### config.mk
export PLATFORM = sky130hd
export DESIGN_NAME = pausable_linear_ramp_generator_unit_flat
export DESIGN_NICKNAME = d
export VERILOG_FILES = /design/src/hdl/plrg_pkg.sv /design/src/hdl/plrg_cmd_if.sv /design/src/hdl/plrg_res_if.sv /design/src/hdl/pausable_linear_ramp_generator_unit.sv /design/src/hdl/plrg_interp_unit.sv /design/src/hdl/plrg_ctrl.sv /design/src/flat_wrapper.sv
export SDC_FILE = /design/constraint.sdc
export NUM_CORES = 2
export LEC_CHECK = 0
export BUFFER_PORTS_ARGS = -buffer_cell sky130_fd_sc_hd__buf_2
export CORE_MARGIN = 2
export CORE_UTILIZATION = 30
export DETAILED_ROUTE_END_ITERATION = 12
export SYNTH_ARGS = -nofsm -noshare
export SYNTH_HDL_FRONTEND = slang
export SYNTH_SLANG_ARGS = --single-unit
### constraint.sdc
create_clock -name clk -period 18.05 [get_ports clk]
set_input_delay 3.61 -clock clk [delete_from_list [all_inputs] [get_ports clk]]
set_output_delay 3.61 -clock clk [all_outputs]
set_load 0.005 [all_outputs]
### src/hdl/plrg_pkg.sv
// plrg_pkg: shared constants, command codes and state types for the ramp generator
// no dependencies; imported by every other file of the block

package plrg_pkg;

    // default widths
    localparam int VALUE_BITS_DEF = 32;
    localparam int TIME_BITS_DEF  = 24;

    // command field width and grain fallback
    localparam int MODE_BITS      = 3;
    localparam int GRAIN_BITS     = 16;
    localparam int DEFAULT_GRAIN  = 20;

    // configuration port
    localparam int CFG_INDEX_BITS = 1;
    localparam int CFG_DATA_BITS  = 16;
    localparam logic [CFG_INDEX_BITS-1:0] CFG_GRAIN_TICKS    = 1'd0;
    localparam logic [CFG_INDEX_BITS-1:0] CFG_FREEZE_ON_STOP = 1'd1;

    // result kinds
    localparam logic KIND_VALUE  = 1'b0;
    localparam logic KIND_STATUS = 1'b1;

    // command codes
    typedef enum logic [MODE_BITS-1:0] {
        MODE_TICK  = 3'd0,
        MODE_GO    = 3'd1,
        MODE_SET   = 3'd2,
        MODE_STOP  = 3'd3,
        MODE_PAUSE = 3'd4
    } mode_t;

    // command sequencer states
    typedef enum logic [1:0] {
        C_IDLE,
        C_EXEC,
        C_WAIT,
        C_EMIT
    } ctrl_state_t;

    // interpolation unit states
    typedef enum logic [2:0] {
        IU_IDLE,
        IU_MUL,
        IU_DIV,
        IU_ADJ,
        IU_DONE
    } iu_state_t;

endpackage

### src/hdl/plrg_cmd_if.sv
// plrg_cmd_if: command channel, valid/ready with mode, value and ramp time
// depends on plrg_pkg

interface plrg_cmd_if
    import plrg_pkg::*;
#(
    parameter int VALUE_BITS = VALUE_BITS_DEF,
    parameter int TIME_BITS  = TIME_BITS_DEF
);
    logic                         valid;
    logic                         ready;
    logic [MODE_BITS-1:0]         mode;
    logic signed [VALUE_BITS-1:0] value;
    logic [TIME_BITS-1:0]         ramp_ticks;

    modport source (output valid, mode, value, ramp_ticks, input ready);
    modport sink   (input valid, mode, value, ramp_ticks, output ready);
endinterface

### src/hdl/plrg_res_if.sv
// plrg_res_if: result channel, valid/ready with kind, value, status and last
// depends on plrg_pkg

interface plrg_res_if
    import plrg_pkg::*;
#(
    parameter int VALUE_BITS = VALUE_BITS_DEF
);
    logic                         valid;
    logic                         ready;
    logic                         out_kind;
    logic signed [VALUE_BITS-1:0] out_value;
    logic                         status_bit;
    logic                         last;

    modport source (output valid, out_kind, out_value, status_bit, last, input ready);
    modport sink   (input valid, out_kind, out_value, status_bit, last, output ready);
endinterface

### src/hdl/pausable_linear_ramp_generator_unit.sv
// pausable_linear_ramp_generator_unit: ramp generator top level
// sequence: each command is decoded in C_EXEC, then waits in C_WAIT when it
// needs the interpolated value (bit-serial multiply and divide in plrg_interp_unit)
// throughput: one command at a time; a new command is accepted only once the
// results of the last one have been delivered on the result channel
// reset: segment cleared (length one, inactive), grain 20 ticks, freeze on stop set

module pausable_linear_ramp_generator_unit
    import plrg_pkg::*;
#(
    parameter int VALUE_BITS = VALUE_BITS_DEF,
    parameter int TIME_BITS  = TIME_BITS_DEF
)
(
    input  logic                      clk,
    input  logic                      rst_n,
    plrg_cmd_if.sink                  cmd,
    plrg_res_if.source                res,
    input  logic                      cfg_we,
    input  logic [CFG_INDEX_BITS-1:0] cfg_index,
    input  logic [CFG_DATA_BITS-1:0]  cfg_data
);
    logic                  iu_go;
    logic [VALUE_BITS-1:0] iu_start;
    logic [VALUE_BITS-1:0] iu_target;
    logic [TIME_BITS-1:0]  iu_elapsed;
    logic [TIME_BITS-1:0]  iu_length;
    logic                  iu_done;
    logic [VALUE_BITS-1:0] iu_result;

    // command sequencer
    plrg_ctrl #(
        .VALUE_BITS (VALUE_BITS),
        .TIME_BITS  (TIME_BITS)
    ) u_ctrl (
        .clk        (clk),
        .rst_n      (rst_n),
        .cmd        (cmd),
        .res        (res),
        .cfg_we     (cfg_we),
        .cfg_index  (cfg_index),
        .cfg_data   (cfg_data),
        .iu_go      (iu_go),
        .iu_start   (iu_start),
        .iu_target  (iu_target),
        .iu_elapsed (iu_elapsed),
        .iu_length  (iu_length),
        .iu_done    (iu_done),
        .iu_result  (iu_result)
    );

    // shared interpolation unit
    plrg_interp_unit #(
        .VALUE_BITS (VALUE_BITS),
        .TIME_BITS  (TIME_BITS)
    ) u_interp (
        .clk          (clk),
        .rst_n        (rst_n),
        .go           (iu_go),
        .start_value  (iu_start),
        .target_value (iu_target),
        .elapsed      (iu_elapsed),
        .length       (iu_length),
        .done         (iu_done),
        .result       (iu_result)
    );

endmodule

### src/hdl/plrg_interp_unit.sv
// plrg_interp_unit: iterative start + trunc(elapsed*(target-start)/length)
// shift-add multiply then restoring divide, one bit per cycle; depends on plrg_pkg

module plrg_interp_unit
    import plrg_pkg::*;
#(
    parameter int VALUE_BITS = VALUE_BITS_DEF,
    parameter int TIME_BITS  = TIME_BITS_DEF
)
(
    input  logic                  clk,
    input  logic                  rst_n,
    input  logic                  go,
    input  logic [VALUE_BITS-1:0] start_value,
    input  logic [VALUE_BITS-1:0] target_value,
    input  logic [TIME_BITS-1:0]  elapsed,
    input  logic [TIME_BITS-1:0]  length,
    output logic                  done,
    output logic [VALUE_BITS-1:0] result
);
    localparam int MAXB = (VALUE_BITS > TIME_BITS) ? VALUE_BITS : TIME_BITS;
    localparam int CW   = $clog2(MAXB + 1);
    localparam int PW   = VALUE_BITS + TIME_BITS;

    iu_state_t              state_reg, state_next;
    logic [CW-1:0]          cnt_reg, cnt_next;
    logic [VALUE_BITS-1:0]  start_reg, start_next;
    logic                   neg_reg, neg_next;
    logic [VALUE_BITS-1:0]  mag_reg, mag_next;
    logic [TIME_BITS-1:0]   mplier_reg, mplier_next;
    logic [TIME_BITS-1:0]   len_reg, len_next;
    logic [PW-1:0]          prod_reg, prod_next;
    logic [TIME_BITS-1:0]   rem_reg, rem_next;
    logic [VALUE_BITS-1:0]  result_reg, result_next;

    logic [VALUE_BITS:0]    diff;
    logic [VALUE_BITS:0]    diff_abs;
    logic                   trivial;
    logic [PW-1:0]          prod_step;
    logic [TIME_BITS:0]     trial;
    logic                   qbit;
    logic                   last_step;

    // operand preparation
    always_comb
    begin
        diff     = {target_value[VALUE_BITS-1], target_value}
                 - {start_value[VALUE_BITS-1], start_value};
        diff_abs = diff[VALUE_BITS] ? (~diff + 1'b1) : diff;
        trivial  = (length == '0) || (elapsed >= length);
    end

    // shared step datapath
    always_comb
    begin
        prod_step = {prod_reg[PW-2:0], 1'b0}
                  + (mplier_reg[TIME_BITS-1] ? PW'(mag_reg) : '0);
        trial     = {rem_reg, prod_reg[VALUE_BITS-1]};
        qbit      = (trial >= {1'b0, len_reg});
        last_step = (cnt_reg == CW'(1));
    end

    // sequencer next state
    always_comb
    begin
        state_next = state_reg;
        case (state_reg)
            IU_IDLE: if (go) state_next = trivial ? IU_DONE : IU_MUL;
            IU_MUL:  if (last_step) state_next = IU_DIV;
            IU_DIV:  if (last_step) state_next = IU_ADJ;
            IU_ADJ:  state_next = IU_DONE;
            IU_DONE: state_next = IU_IDLE;
            default: state_next = IU_IDLE;
        endcase
    end

    // datapath updates
    always_comb
    begin
        cnt_next    = cnt_reg;
        start_next  = start_reg;
        neg_next    = neg_reg;
        mag_next    = mag_reg;
        mplier_next = mplier_reg;
        len_next    = len_reg;
        prod_next   = prod_reg;
        rem_next    = rem_reg;
        result_next = result_reg;
        case (state_reg)
            IU_IDLE:
            begin
                if (go)
                begin
                    start_next  = start_value;
                    neg_next    = diff[VALUE_BITS];
                    mag_next    = diff_abs[VALUE_BITS-1:0];
                    mplier_next = elapsed;
                    len_next    = length;
                    prod_next   = '0;
                    cnt_next    = CW'(TIME_BITS);
                    result_next = target_value;
                end
            end
            IU_MUL:
            begin
                prod_next   = prod_step;
                mplier_next = {mplier_reg[TIME_BITS-2:0], 1'b0};
                cnt_next    = cnt_reg - 1'b1;
                if (last_step)
                begin
                    rem_next = prod_step[PW-1:VALUE_BITS];
                    cnt_next = CW'(VALUE_BITS);
                end
            end
            IU_DIV:
            begin
                rem_next  = qbit ? TIME_BITS'(trial - {1'b0, len_reg}) : TIME_BITS'(trial);
                prod_next = {prod_reg[PW-1:VALUE_BITS], prod_reg[VALUE_BITS-2:0], qbit};
                cnt_next  = cnt_reg - 1'b1;
            end
            IU_ADJ:
            begin
                result_next = neg_reg ? (start_reg - prod_reg[VALUE_BITS-1:0])
                                      : (start_reg + prod_reg[VALUE_BITS-1:0]);
            end
            default:
            begin
            end
        endcase
    end

    // registers
    always_ff @(posedge clk or negedge rst_n)
    begin
        if (!rst_n)
        begin
            state_reg <= IU_IDLE;
            cnt_reg   <= '0;
        end
        else
        begin
            state_reg <= state_next;
            cnt_reg   <= cnt_next;
        end
    end

    always_ff @(posedge clk)
    begin
        start_reg  <= start_next;
        neg_reg    <= neg_next;
        mag_reg    <= mag_next;
        mplier_reg <= mplier_next;
        len_reg    <= len_next;
        prod_reg   <= prod_next;
        rem_reg    <= rem_next;
        result_reg <= result_next;
    end

    assign done   = (state_reg == IU_DONE);
    assign result = result_reg;

endmodule

### src/hdl/plrg_ctrl.sv
// plrg_ctrl: command sequencer, ramp segment state, config registers, result buffer
// depends on plrg_pkg, plrg_cmd_if, plrg_res_if; drives plrg_interp_unit

module plrg_ctrl
    import plrg_pkg::*;
#(
    parameter int VALUE_BITS = VALUE_BITS_DEF,
    parameter int TIME_BITS  = TIME_BITS_DEF
)
(
    input  logic                      clk,
    input  logic                      rst_n,
    plrg_cmd_if.sink                  cmd,
    plrg_res_if.source                res,
    input  logic                      cfg_we,
    input  logic [CFG_INDEX_BITS-1:0] cfg_index,
    input  logic [CFG_DATA_BITS-1:0]  cfg_data,
    output logic                      iu_go,
    output logic [VALUE_BITS-1:0]     iu_start,
    output logic [VALUE_BITS-1:0]     iu_target,
    output logic [TIME_BITS-1:0]      iu_elapsed,
    output logic [TIME_BITS-1:0]      iu_length,
    input  logic                      iu_done,
    input  logic [VALUE_BITS-1:0]     iu_result
);
    localparam int GW = (TIME_BITS > GRAIN_BITS) ? TIME_BITS : GRAIN_BITS;

    typedef struct packed {
        logic                  kind;
        logic [VALUE_BITS-1:0] value;
        logic                  status;
    } result_t;

    ctrl_state_t            state_reg, state_next;
    logic [MODE_BITS-1:0]   mode_reg;
    logic [VALUE_BITS-1:0]  val_reg;
    logic [TIME_BITS-1:0]   ramp_reg;
    logic [GRAIN_BITS-1:0]  grain_reg;
    logic                   freeze_reg;

    logic [VALUE_BITS-1:0]  start_reg, start_next;
    logic [VALUE_BITS-1:0]  target_reg, target_next;
    logic [TIME_BITS-1:0]   length_reg, length_next;
    logic [TIME_BITS-1:0]   elapsed_reg, elapsed_next;
    logic [TIME_BITS-1:0]   count_reg, count_next;
    logic                   active_reg, active_next;
    logic                   paused_reg, paused_next;

    result_t                res_reg [2];
    result_t                res_next [2];
    logic [1:0]             n_reg, n_next;
    logic                   idx_reg;

    logic                   running;
    logic [TIME_BITS-1:0]   e_inc;
    logic [TIME_BITS-1:0]   rem_tick;
    logic [TIME_BITS-1:0]   rem_pause;
    logic                   fires;
    logic                   need_i;
    logic                   apply;
    logic [VALUE_BITS-1:0]  cur;
    logic                   accept;
    logic                   res_last;

    // min(grain, limit) with a zero grain meaning the default
    function automatic logic [TIME_BITS-1:0] grain_clip(
        input logic [GRAIN_BITS-1:0] grain,
        input logic [TIME_BITS-1:0]  limit
    );
        logic [GW-1:0] g;
        logic [GW-1:0] l;
        g = (grain == '0) ? GW'(DEFAULT_GRAIN) : GW'(grain);
        l = GW'(limit);
        grain_clip = (g > l) ? TIME_BITS'(l) : TIME_BITS'(g);
    endfunction

    // segment status terms
    always_comb
    begin
        running   = active_reg && !paused_reg;
        e_inc     = (elapsed_reg < length_reg) ? elapsed_reg + 1'b1 : elapsed_reg;
        rem_tick  = length_reg - e_inc;
        rem_pause = (length_reg > elapsed_reg) ? length_reg - elapsed_reg : '0;
        fires     = (count_reg <= TIME_BITS'(1));
    end

    // does this command need the interpolated value
    always_comb
    begin
        case (mode_reg)
            MODE_TICK:  need_i = running && fires && (rem_tick != '0);
            MODE_GO:    need_i = (ramp_reg != '0) && running;
            MODE_STOP:  need_i = freeze_reg && running;
            MODE_PAUSE: need_i = (start_reg != target_reg) && running;
            default:    need_i = 1'b0;
        endcase
    end

    // interpolation unit request
    assign iu_go      = (state_reg == C_EXEC) && need_i;
    assign iu_start   = start_reg;
    assign iu_target  = target_reg;
    assign iu_elapsed = (mode_reg == MODE_TICK) ? e_inc : elapsed_reg;
    assign iu_length  = length_reg;

    assign apply = ((state_reg == C_EXEC) && !need_i) || ((state_reg == C_WAIT) && iu_done);
    assign cur   = running ? iu_result : start_reg;

    // command execution: next segment state and results
    always_comb
    begin
        start_next   = start_reg;
        target_next  = target_reg;
        length_next  = length_reg;
        elapsed_next = elapsed_reg;
        count_next   = count_reg;
        active_next  = active_reg;
        paused_next  = paused_reg;
        res_next[0]  = '{kind: KIND_VALUE, value: '0, status: 1'b0};
        res_next[1]  = '{kind: KIND_VALUE, value: '0, status: 1'b0};
        n_next       = 2'd0;
        case (mode_reg)
            MODE_TICK:
            begin
                if (running)
                begin
                    elapsed_next = e_inc;
                    if (!fires)
                    begin
                        count_next = count_reg - 1'b1;
                    end
                    else if (rem_tick == '0)
                    begin
                        res_next[0] = '{kind: KIND_STATUS, value: '0, status: 1'b0};
                        res_next[1] = '{kind: KIND_VALUE, value: target_reg, status: 1'b0};
                        n_next      = 2'd2;
                        start_next  = target_reg;
                        active_next = 1'b0;
                        count_next  = '0;
                    end
                    else
                    begin
                        res_next[0] = '{kind: KIND_VALUE, value: iu_result, status: 1'b0};
                        n_next      = 2'd1;
                        count_next  = grain_clip(grain_reg, rem_tick);
                    end
                end
            end
            MODE_GO:
            begin
                if (ramp_reg != '0)
                begin
                    start_next   = cur;
                    target_next  = val_reg;
                    length_next  = ramp_reg;
                    elapsed_next = '0;
                    count_next   = grain_clip(grain_reg, ramp_reg);
                    active_next  = 1'b1;
                    paused_next  = 1'b0;
                    res_next[0]  = '{kind: KIND_VALUE, value: cur, status: 1'b0};
                    res_next[1]  = '{kind: KIND_STATUS, value: '0, status: 1'b1};
                    n_next       = 2'd2;
                end
                else
                begin
                    start_next  = val_reg;
                    target_next = val_reg;
                    active_next = 1'b0;
                    paused_next = 1'b0;
                    count_next  = '0;
                    res_next[0] = '{kind: KIND_VALUE, value: val_reg, status: 1'b0};
                    n_next      = 2'd1;
                end
            end
            MODE_SET:
            begin
                start_next  = val_reg;
                target_next = val_reg;
                active_next = 1'b0;
                paused_next = 1'b0;
                count_next  = '0;
            end
            MODE_STOP:
            begin
                if (freeze_reg)
                begin
                    start_next  = cur;
                    target_next = cur;
                    active_next = 1'b0;
                    count_next  = '0;
                end
                else
                begin
                    target_next = start_reg;
                    if (paused_reg)
                    begin
                        active_next = 1'b0;
                    end
                end
                paused_next = 1'b0;
                res_next[0] = '{kind: KIND_STATUS, value: '0, status: 1'b0};
                n_next      = 2'd1;
            end
            MODE_PAUSE:
            begin
                if (start_reg != target_reg)
                begin
                    res_next[0]  = '{kind: KIND_STATUS, value: '0, status: paused_reg};
                    n_next       = 2'd1;
                    paused_next  = !paused_reg;
                    elapsed_next = '0;
                    if (!paused_reg)
                    begin
                        // re-base the segment on the remaining time
                        start_next  = active_reg ? iu_result : start_reg;
                        length_next = rem_pause;
                        count_next  = '0;
                    end
                    else
                    begin
                        count_next = grain_clip(grain_reg, length_reg);
                    end
                end
            end
            default:
            begin
            end
        endcase
    end

    // sequencer next state
    always_comb
    begin
        state_next = state_reg;
        case (state_reg)
            C_IDLE: if (cmd.valid) state_next = C_EXEC;
            C_EXEC:
            begin
                if (need_i)
                    state_next = C_WAIT;
                else
                    state_next = (n_next != 2'd0) ? C_EMIT : C_IDLE;
            end
            C_WAIT:
            begin
                if (iu_done)
                    state_next = (n_next != 2'd0) ? C_EMIT : C_IDLE;
            end
            C_EMIT: if (res.ready && res_last) state_next = C_IDLE;
            default: state_next = C_IDLE;
        endcase
    end

    // channel outputs
    always_comb
    begin
        cmd.ready      = (state_reg == C_IDLE);
        res.valid      = (state_reg == C_EMIT);
        res_last       = (({1'b0, idx_reg} + 2'd1) == n_reg);
        res.out_kind   = res_reg[idx_reg].kind;
        res.out_value  = res_reg[idx_reg].value;
        res.status_bit = res_reg[idx_reg].status;
        res.last       = res_last;
    end

    assign accept = cmd.valid && (state_reg == C_IDLE);

    // control and segment state
    always_ff @(posedge clk or negedge rst_n)
    begin
        if (!rst_n)
        begin
            state_reg   <= C_IDLE;
            grain_reg   <= GRAIN_BITS'(DEFAULT_GRAIN);
            freeze_reg  <= 1'b1;
            start_reg   <= '0;
            target_reg  <= '0;
            length_reg  <= TIME_BITS'(1);
            elapsed_reg <= '0;
            count_reg   <= '0;
            active_reg  <= 1'b0;
            paused_reg  <= 1'b0;
            n_reg       <= 2'd0;
            idx_reg     <= 1'b0;
        end
        else
        begin
            state_reg <= state_next;
            if (cfg_we)
            begin
                case (cfg_index)
                    CFG_GRAIN_TICKS:    grain_reg  <= cfg_data[GRAIN_BITS-1:0];
                    CFG_FREEZE_ON_STOP: freeze_reg <= cfg_data[0];
                    default:
                    begin
                    end
                endcase
            end
            if (apply)
            begin
                start_reg   <= start_next;
                target_reg  <= target_next;
                length_reg  <= length_next;
                elapsed_reg <= elapsed_next;
                count_reg   <= count_next;
                active_reg  <= active_next;
                paused_reg  <= paused_next;
                n_reg       <= n_next;
                idx_reg     <= 1'b0;
            end
            else if (res.valid && res.ready)
            begin
                idx_reg <= !idx_reg;
            end
        end
    end

    // command and result payload
    always_ff @(posedge clk)
    begin
        if (accept)
        begin
            mode_reg <= cmd.mode;
            val_reg  <= cmd.value;
            ramp_reg <= cmd.ramp_ticks;
        end
        if (apply)
        begin
            res_reg[0] <= res_next[0];
            res_reg[1] <= res_next[1];
        end
    end

endmodule
### src/flat_wrapper.sv
// flat-port wrapper written by rule: the top's interface ports become plain ports
module pausable_linear_ramp_generator_unit_flat import plrg_pkg::*;
#(
    parameter int VALUE_BITS = VALUE_BITS_DEF,
    parameter int TIME_BITS  = TIME_BITS_DEF
)
  (clk, rst_n, cfg_we, cfg_index, cfg_data, cmd_valid, cmd_mode, cmd_value, cmd_ramp_ticks, cmd_ready, res_valid, res_out_kind, res_out_value, res_status_bit, res_last, res_ready);
  plrg_cmd_if #(.VALUE_BITS(VALUE_BITS), .TIME_BITS(TIME_BITS)) cmd_i ();
  plrg_res_if #(.VALUE_BITS(VALUE_BITS)) res_i ();
  input  logic clk;
  input  logic rst_n;
  input  logic cfg_we;
  input  logic [CFG_INDEX_BITS-1:0] cfg_index;
  input  logic [CFG_DATA_BITS-1:0] cfg_data;
  input wire logic [$bits(cmd_i.valid)-1:0] cmd_valid;
  input wire logic [$bits(cmd_i.mode)-1:0] cmd_mode;
  input wire logic [$bits(cmd_i.value)-1:0] cmd_value;
  input wire logic [$bits(cmd_i.ramp_ticks)-1:0] cmd_ramp_ticks;
  output wire logic [$bits(cmd_i.ready)-1:0] cmd_ready;
  output wire logic [$bits(res_i.valid)-1:0] res_valid;
  output wire logic [$bits(res_i.out_kind)-1:0] res_out_kind;
  output wire logic [$bits(res_i.out_value)-1:0] res_out_value;
  output wire logic [$bits(res_i.status_bit)-1:0] res_status_bit;
  output wire logic [$bits(res_i.last)-1:0] res_last;
  input wire logic [$bits(res_i.ready)-1:0] res_ready;
  assign cmd_i.valid = cmd_valid;
  assign cmd_i.mode = cmd_mode;
  assign cmd_i.value = cmd_value;
  assign cmd_i.ramp_ticks = cmd_ramp_ticks;
  assign cmd_ready = cmd_i.ready;
  assign res_valid = res_i.valid;
  assign res_out_kind = res_i.out_kind;
  assign res_out_value = res_i.out_value;
  assign res_status_bit = res_i.status_bit;
  assign res_last = res_i.last;
  assign res_i.ready = res_ready;
  pausable_linear_ramp_generator_unit #(.VALUE_BITS(VALUE_BITS), .TIME_BITS(TIME_BITS)) u_core (.clk(clk), .rst_n(rst_n), .cmd(cmd_i), .res(res_i), .cfg_we(cfg_we), .cfg_index(cfg_index), .cfg_data(cfg_data));
endmodule
; Yosys cells after proc, flatten, opt, wreduce, memory -nomap -nowiden
; Memory sizes are Yosys's and may differ from the RTL's.
; Cells that the tools add are included.
[classes]
n_shift = 0
n_addsub = 12
muxes = 89
multipliers = 0
div_mod_pow = 0
n_reduce_logical = 56
order_cmp = 8
eq_ne = 29
bitwise = 3
[op_table]
columns = op, count
row1 = two-way mux 24 bit, 22
row2 = two-way mux 32 bit, 13
row3 = one-hot mux 55 bit (3 select lines), 1
row4 = one-hot mux 32 bit (5 select lines), 1
row5 = one-hot mux 24 bit (2 select lines), 3
row6 = two-way mux 68 bit, 2
row7 = one-hot mux 34 bit (4 select lines), 1
row8 = one-hot mux 32 bit (2 select lines), 2
row9 = one-hot mux 24 bit (5 select lines), 1
row10 = two-way mux 34 bit, 3
row11 = greater-than comparator 24 bit, 3
row12 = one-hot mux 24 bit (3 select lines), 1
row13 = subtractor 24 bit, 3
row14 = one-hot mux 34 bit (2 select lines), 1
row15 = two-way mux 33 bit, 2
row16 = adder 56 x 32 -> 56 bit, 1
row17 = two-way mux 55 bit, 1
row18 = zero test 24 bit, 2
row19 = nonzero test 24 bit, 2
row20 = subtractor 32 x 32 -> 33 bit, 1
row21 = "adder 32 x 1 -> 32 bit, second input constant", 1
row22 = adder 32 bit, 1
row23 = != test 32 bit, 1
row24 = NOT 32 bit, 1
row25 = other kinds (48), 127
[word_totals]
inputBits = 81
register_bits = 452
latchBits = 0
mem_bits_ro = 0
mem_count = 1
mem_bits_rw = 68
[memory_table]
columns = name, words, width, read_ports, rd_clocked_by_memory_dff, wr, line
row1 = u_core.u_ctrl.res_reg, 2, 34, 1, 0, 2, plrg_ctrl.sv:49  ; result_t res_reg [2];

; Longest topological paths before layout
[logic_depth]
depth_word = 12
ltp_mapped = 34
depth_no_buf = 32

; Hierarchy
; Synthesis repeated with hierarchy kept, for this count alone.
[hier_totals]
cells_unflattened = 4263
hier_area_um2 = 39424.1
[by_module_without_submodules]
columns = mod, cells_per_inst, instances, area_each_um2
row1 = plrg_ctrl, 2350, 1, 21700.8
row2 = plrg_interp_unit, 1913, 1, 17723.2

; Worst setup path before layout
; OpenSTA, ideal clock, no wires.
[synth_timing]
kind = flip-flop to flip-flop
from = register u_core.u_ctrl.elapsed_reg[5]
to = register u_core.u_interp.len_reg[0] (enable)
slack_ns = 7.357
t_arrival_ns = 10.155
n_path_buf = 4
period_less_slack_ns = 10.693
required_ns = 17.513
stages_incl_launch_ff = 27
path_cell_list = dfrtp_1 clkbuf_1 inv_1 ha_1 a211oi_2 nor2_1 o311ai_1 nand3_1 nand2_1 clkbuf_1 buf_1 a21boi_0 xnor2_1 ha_1 or4_4 maj3_2 o2111a_1 a211o_1 o2111a_1 o21ai_2 a211o_1 and3_1 clkbuf_1 o31ai_4 a21boi_1 nand2_1 nor2_1
[synth_between]
elab_chain_len = 8
word_cells_on_any_way = 9
cone_classes = add/sub (2) / order compare (1) / mux (2) / reduce/logical (4)
[synth_lines]
columns = item, line
row1 = "start, declared", plrg_ctrl.sv:44  ; logic [TIME_BITS-1:0] elapsed_reg, elapsed_next;
row2 = "start signal, assigned", plrg_ctrl.sv:304  ; elapsed_reg <= elapsed_next;
row3 = adder 24 x 1 -> 24 bit / < comparator 24 bit (equally long branches), plrg_ctrl.sv:81  ; e_inc = (elapsed_reg < length_reg) ? elapsed_reg + 1'b1 : elapsed_reg;
row4 = two-way mux 24 bit *, plrg_ctrl.sv:81
row5 = subtractor 24 bit *, plrg_ctrl.sv:82  ; rem_tick = length_reg - e_inc;
row6 = nonzero test 24 bit *, plrg_ctrl.sv:91  ; MODE_TICK: need_i = running && fires && (rem_tick != '0);
row7 = logical AND 1 bit *, plrg_ctrl.sv:91
row8 = one-hot mux 1 bit (4 select lines) *, plrg_ctrl.sv:90  ; case (mode_reg)
row9 = logical AND 1 bit *, plrg_ctrl.sv:100  ; assign iu_go = (state_reg == C_EXEC) && need_i;
row10 = AND reduction 2 bit (no line) *, n/a
row11 = "end signal, assigned", plrg_interp_unit.sv:153  ; len_reg <= len_next;
row12 = "end, declared", plrg_interp_unit.sv:31  ; logic [TIME_BITS-1:0] len_reg, len_next;
; Mark *: on every way between the ends. The rest lies on a longest branch, timed or not.
; A chain may end at the register's enable or synchronous reset.

; Final worst setup path
[layout_timing]
from = register u_core.u_ctrl.elapsed_reg[5]
to = register u_core.u_interp.start_reg[25] (enable)
[layout_between]
elab_chain_len = 8
word_cells_on_any_way = 9
cone_classes = add/sub (2) / order compare (1) / mux (2) / reduce/logical (4)
[layout_lines]
columns = item, line
row1 = adder 24 x 1 -> 24 bit / < comparator 24 bit (equally long branches), plrg_ctrl.sv:81
row2 = two-way mux 24 bit *, plrg_ctrl.sv:81
row3 = subtractor 24 bit *, plrg_ctrl.sv:82
row4 = nonzero test 24 bit *, plrg_ctrl.sv:91
row5 = logical AND 1 bit *, plrg_ctrl.sv:91
row6 = one-hot mux 1 bit (4 select lines) *, plrg_ctrl.sv:90
row7 = logical AND 1 bit *, plrg_ctrl.sv:100
row8 = AND reduction 2 bit (no line) *, n/a
row9 = "end signal, assigned", plrg_interp_unit.sv:149  ; start_reg <= start_next;
row10 = "end, declared", plrg_interp_unit.sv:27  ; logic [VALUE_BITS-1:0] start_reg, start_next;
; Marked as above.

==> results.yml <==
yosys:
  synth_common_cells: "nand2_1 (364), edfxtp_1 (350), nor2_1 (350)"
  ys_ff_latch: 519
  yosysMostFrequentCell: "nand2_1"
  synth_top_area_cell: "edfxtp_1"
  yosysUniqueCellTypes: 104
  synth_area_leaders: "edfxtp_1 (28%), dfrtp_1 (11%), ha_1 (7.5%)"
  synth_area_um2: 38190
  syn_area_per_cell_um2: 9.107
  ys_async_sr_fraction_pct: 32.56
  synth_ff_type: "edfxtp_1"
  ys_seq_area_share_pct: 38.60
  synthCells: 4194
  yosysTopAreaCellShare_pct: 27.52
  yosysWarningCount: 0
  synth_nets: 4510
  synth_edf_count: 350
route:
  drtIter0Drc: 3261
  via_count: 33090
  first_pass_iters: 7
  drc_errors: 0
  drt-total-wl_um: 126900
  viasPerCell: 5.596
  antenna_left: 0
  wl_per_cell_um: 21.46
sta:
  drv_slew: 0
  max_freq_ghz: 0.1057
  slew-limit-headroom_pct: 25.29
  period_needed_ps: 9462
  finClkSkew_ps: 20.65
  rsz0062_at_grt: "false"
  hold_viol: 0
  min_period_over_period_pct: 52.42
  hold_ws_ps: 489.0
  tns_ps: 0
  worstMarginPinSlew_ps: 1121
  setup_viol: 0
worst_setup_path:
  critPathMaxFanout: 65
  critPathSlowestCell: "buf_4"
  cp.arrival_ps: 9730
  timing.rr.start: "u_core.u_ctrl.elapsed_reg[5]$_DFFE_PN0P_"
  crit_top_cell: "buf_4"
  r2r_slack_ps: 8590
  crit_family: "compound AO/OA/AOI/OAI gates"
  rr_worst_depth: 25
  crit_path_start_kind: "register"
  worstSetupEndpointType: "register"
  rr_endpoint: "u_core.u_interp.start_reg[25]$_DFFE_PP_"
  cp.buffers_inverters: 4
  cp.required_ps: 18320
  critical-path-max-stage-delay_ps: 850
  worstSetupPathType: "reg2reg"
grt:
  antenna_found_initial: 3
  grt-ovfl-total: 0
  grt_pass1_vias: 31510
  grt_max_degree: 75
  gr-usage-all-layers_pct: 18.87
  grt_pass1_wl_um: 193700
placed_design:
  placed_cell_area_um2: 40550
  port_buffers: 117
  hpwl_um: 93230
  gp_congestion: 0.9451
die:
  io_pins: 118
  initial_core_util_pct: 30.30
  core_um2: 126100
  die_y_um: 360.8
  num_rows: 130
  fp.dieW_um: 360.8
  dieArea_um2: 130200
power:
  cellLeakagePower_nw: 15.88
  p_total_w: 0.002718
  max-vdd-ir-drop_mv: 0.06988
  power_switching_w: 0.0006404
  p_clk_share_pct: 47.6
  p_seq_share_pct: 47.7
  p_comb_share_pct: 4.7
  power_density_nw_per_um2: 63.82
  intPower_w: 0.002077
  p_sw_share_pct: 23.57
clock_network:
  ctsHoldBuffers: 0
  cts.reportedPaths.clkPinSlew_ps: 70
  cts_root_buffer: "clkbuf_16"
  cts_tree: "yes"
  worst_skew_pair.late_latency_ps: 650
  post_cts_resized: 0
  cts_setup_buffers: 0
  cts_buffers: 57
  htree_num_levels: 2
  cts_sinks: 519
  clk_path_buf_depth: 3
finish:
  largest_reg_flops: 67
  final_nets: 4529
  area_delta_synth_final_pct: 11.50
  final_core_util_pct: 33.78
  final_cell_area_um2: 42580
  layout-drive-gt1-share_pct: 10.09
min_path:
  min_path_cells: 0
  holdPathEnd: "u_core.u_interp.start_reg[16]$_DFFE_PP_"
  worstHoldStart: "u_core.u_ctrl.iu_start[16]$_DFFE_PN0P_"
  hold_class: "reg2reg"
flow_run:
  timing.max_cap.violations: 0
status:
  run_status: "finished clean"
layout by cell type (no fill, tap or decap), drive strengths merged, types with 18 or more instances in the layout:
cell	instances
inv	260
nor4	85
a31oi	34
ha	230
o21ai	212
dfrtp	165
o211ai	126
or2	24
a21boi	22
nand2	364
and3	39
mux2i	123
o21a	33
a21oi	336
nand4	61
nand2b	31
o31ai	35
or3	33
nor2b	34
mux2	102
clkbuf	81
a22oi	19
nor3	95
o41ai	27
xnor2	184
o21bai	21
nand3	131
a21o	56
buf	171
nor2	352
a211oi	36
and2	64
clkinv	18
xor2	77
o22ai	19
edfxtp	350
per-stage QoR:
stage               worst slack (ps)  std cells
finish                          8588       5912
global route                    8081       5911
CTS                             8667       5911
detailed placement              8712       5804
global placement                8838       5804
floorplan                       7357       4194
how the worst max path moves through the flow:
stage	from	end	depth (start not counted)
2_1_floorplan	u_core.u_ctrl.elapsed_reg[5]$_DFFE_PN0P_	u_core.u_interp.len_reg[0]$_DFFE_PP_	26
3_3_place_gp	u_core.u_ctrl.elapsed_reg[5]$_DFFE_PN0P_	u_core.u_interp.start_reg[19]$_DFFE_PP_	25
3_5_place_dp	u_core.u_ctrl.elapsed_reg[6]$_DFFE_PN0P_	u_core.u_interp.start_reg[19]$_DFFE_PP_	25
4_1_cts	u_core.u_ctrl.elapsed_reg[5]$_DFFE_PN0P_	u_core.u_interp.mag_reg[27]$_DFFE_PP_	25
5_1_grt	u_core.u_ctrl.elapsed_reg[5]$_DFFE_PN0P_	u_core.u_interp.mag_reg[17]$_DFFE_PP_	25
6_report	u_core.u_ctrl.elapsed_reg[5]$_DFFE_PN0P_	u_core.u_interp.start_reg[25]$_DFFE_PP_	25
cell families (layout without fill, tap and decap cells):
group                    after synthesis  after routing  share of synthesized area (%)
AO/OA/AOI/OAI                       1100           1100                          18.72
XOR/XNOR                             265            265                          6.241
adder cells (fa/ha/maj)              240            240                          7.931
buffers and inverters                473            540                          4.711
flip-flops                           519            519                          38.60
multiplexers                         225            225                          6.231
other                                  0              1                              0
AND/OR/NAND/NOR                     1372           1372                          17.56
layout make-up:
| type | count | area [um^2] |
|---|---|---|
| Fill cell | 12770 | 83480 |
| Multi-Input combinational cell | 3202 | 21750 |
| Sequential cell | 519 | 14750 |
| Tap cell | 1650 | 2064 |
| Clock buffer | 80 | 1645 |
| Timing Repair Buffer | 172 | 1007 |
| Inverter | 261 | 980.9 |
| Clock inverter | 27 | 385.4 |
| Antenna cell | 1 | 2.502 |
metal layers:
| metal | wire (um) | global-route usage [%] | share of wire [%] |
|---|---|---|---|
| met3 | 9108 | 2.456 | 7.2 |
| met2 | 54650 | 28.64 | 43 |
| met5 | 13 | 0 | 0.010 |
| met1 | 59960 | 27.90 | 47 |
| met4 | 3134 | 5.201 | 2.5 |
power by group through the flow:
| stage | registers (W) | logic, W | clock network, W |
|---|---|---|---|
| floorplan | 0.00130 | 0.0000905 | 0 |
| global placement | 0.00132 | 0.000124 | 0 |
| detailed placement | 0.00132 | 0.000126 | 0 |
| CTS | 0.00130 | 0.000127 | 0.00132 |
| global route | 0.00130 | 0.000140 | 0.00136 |
| finish | 0.00130 | 0.000127 | 0.00129 |
Note: power is estimated with default switching activity, not from simulation.
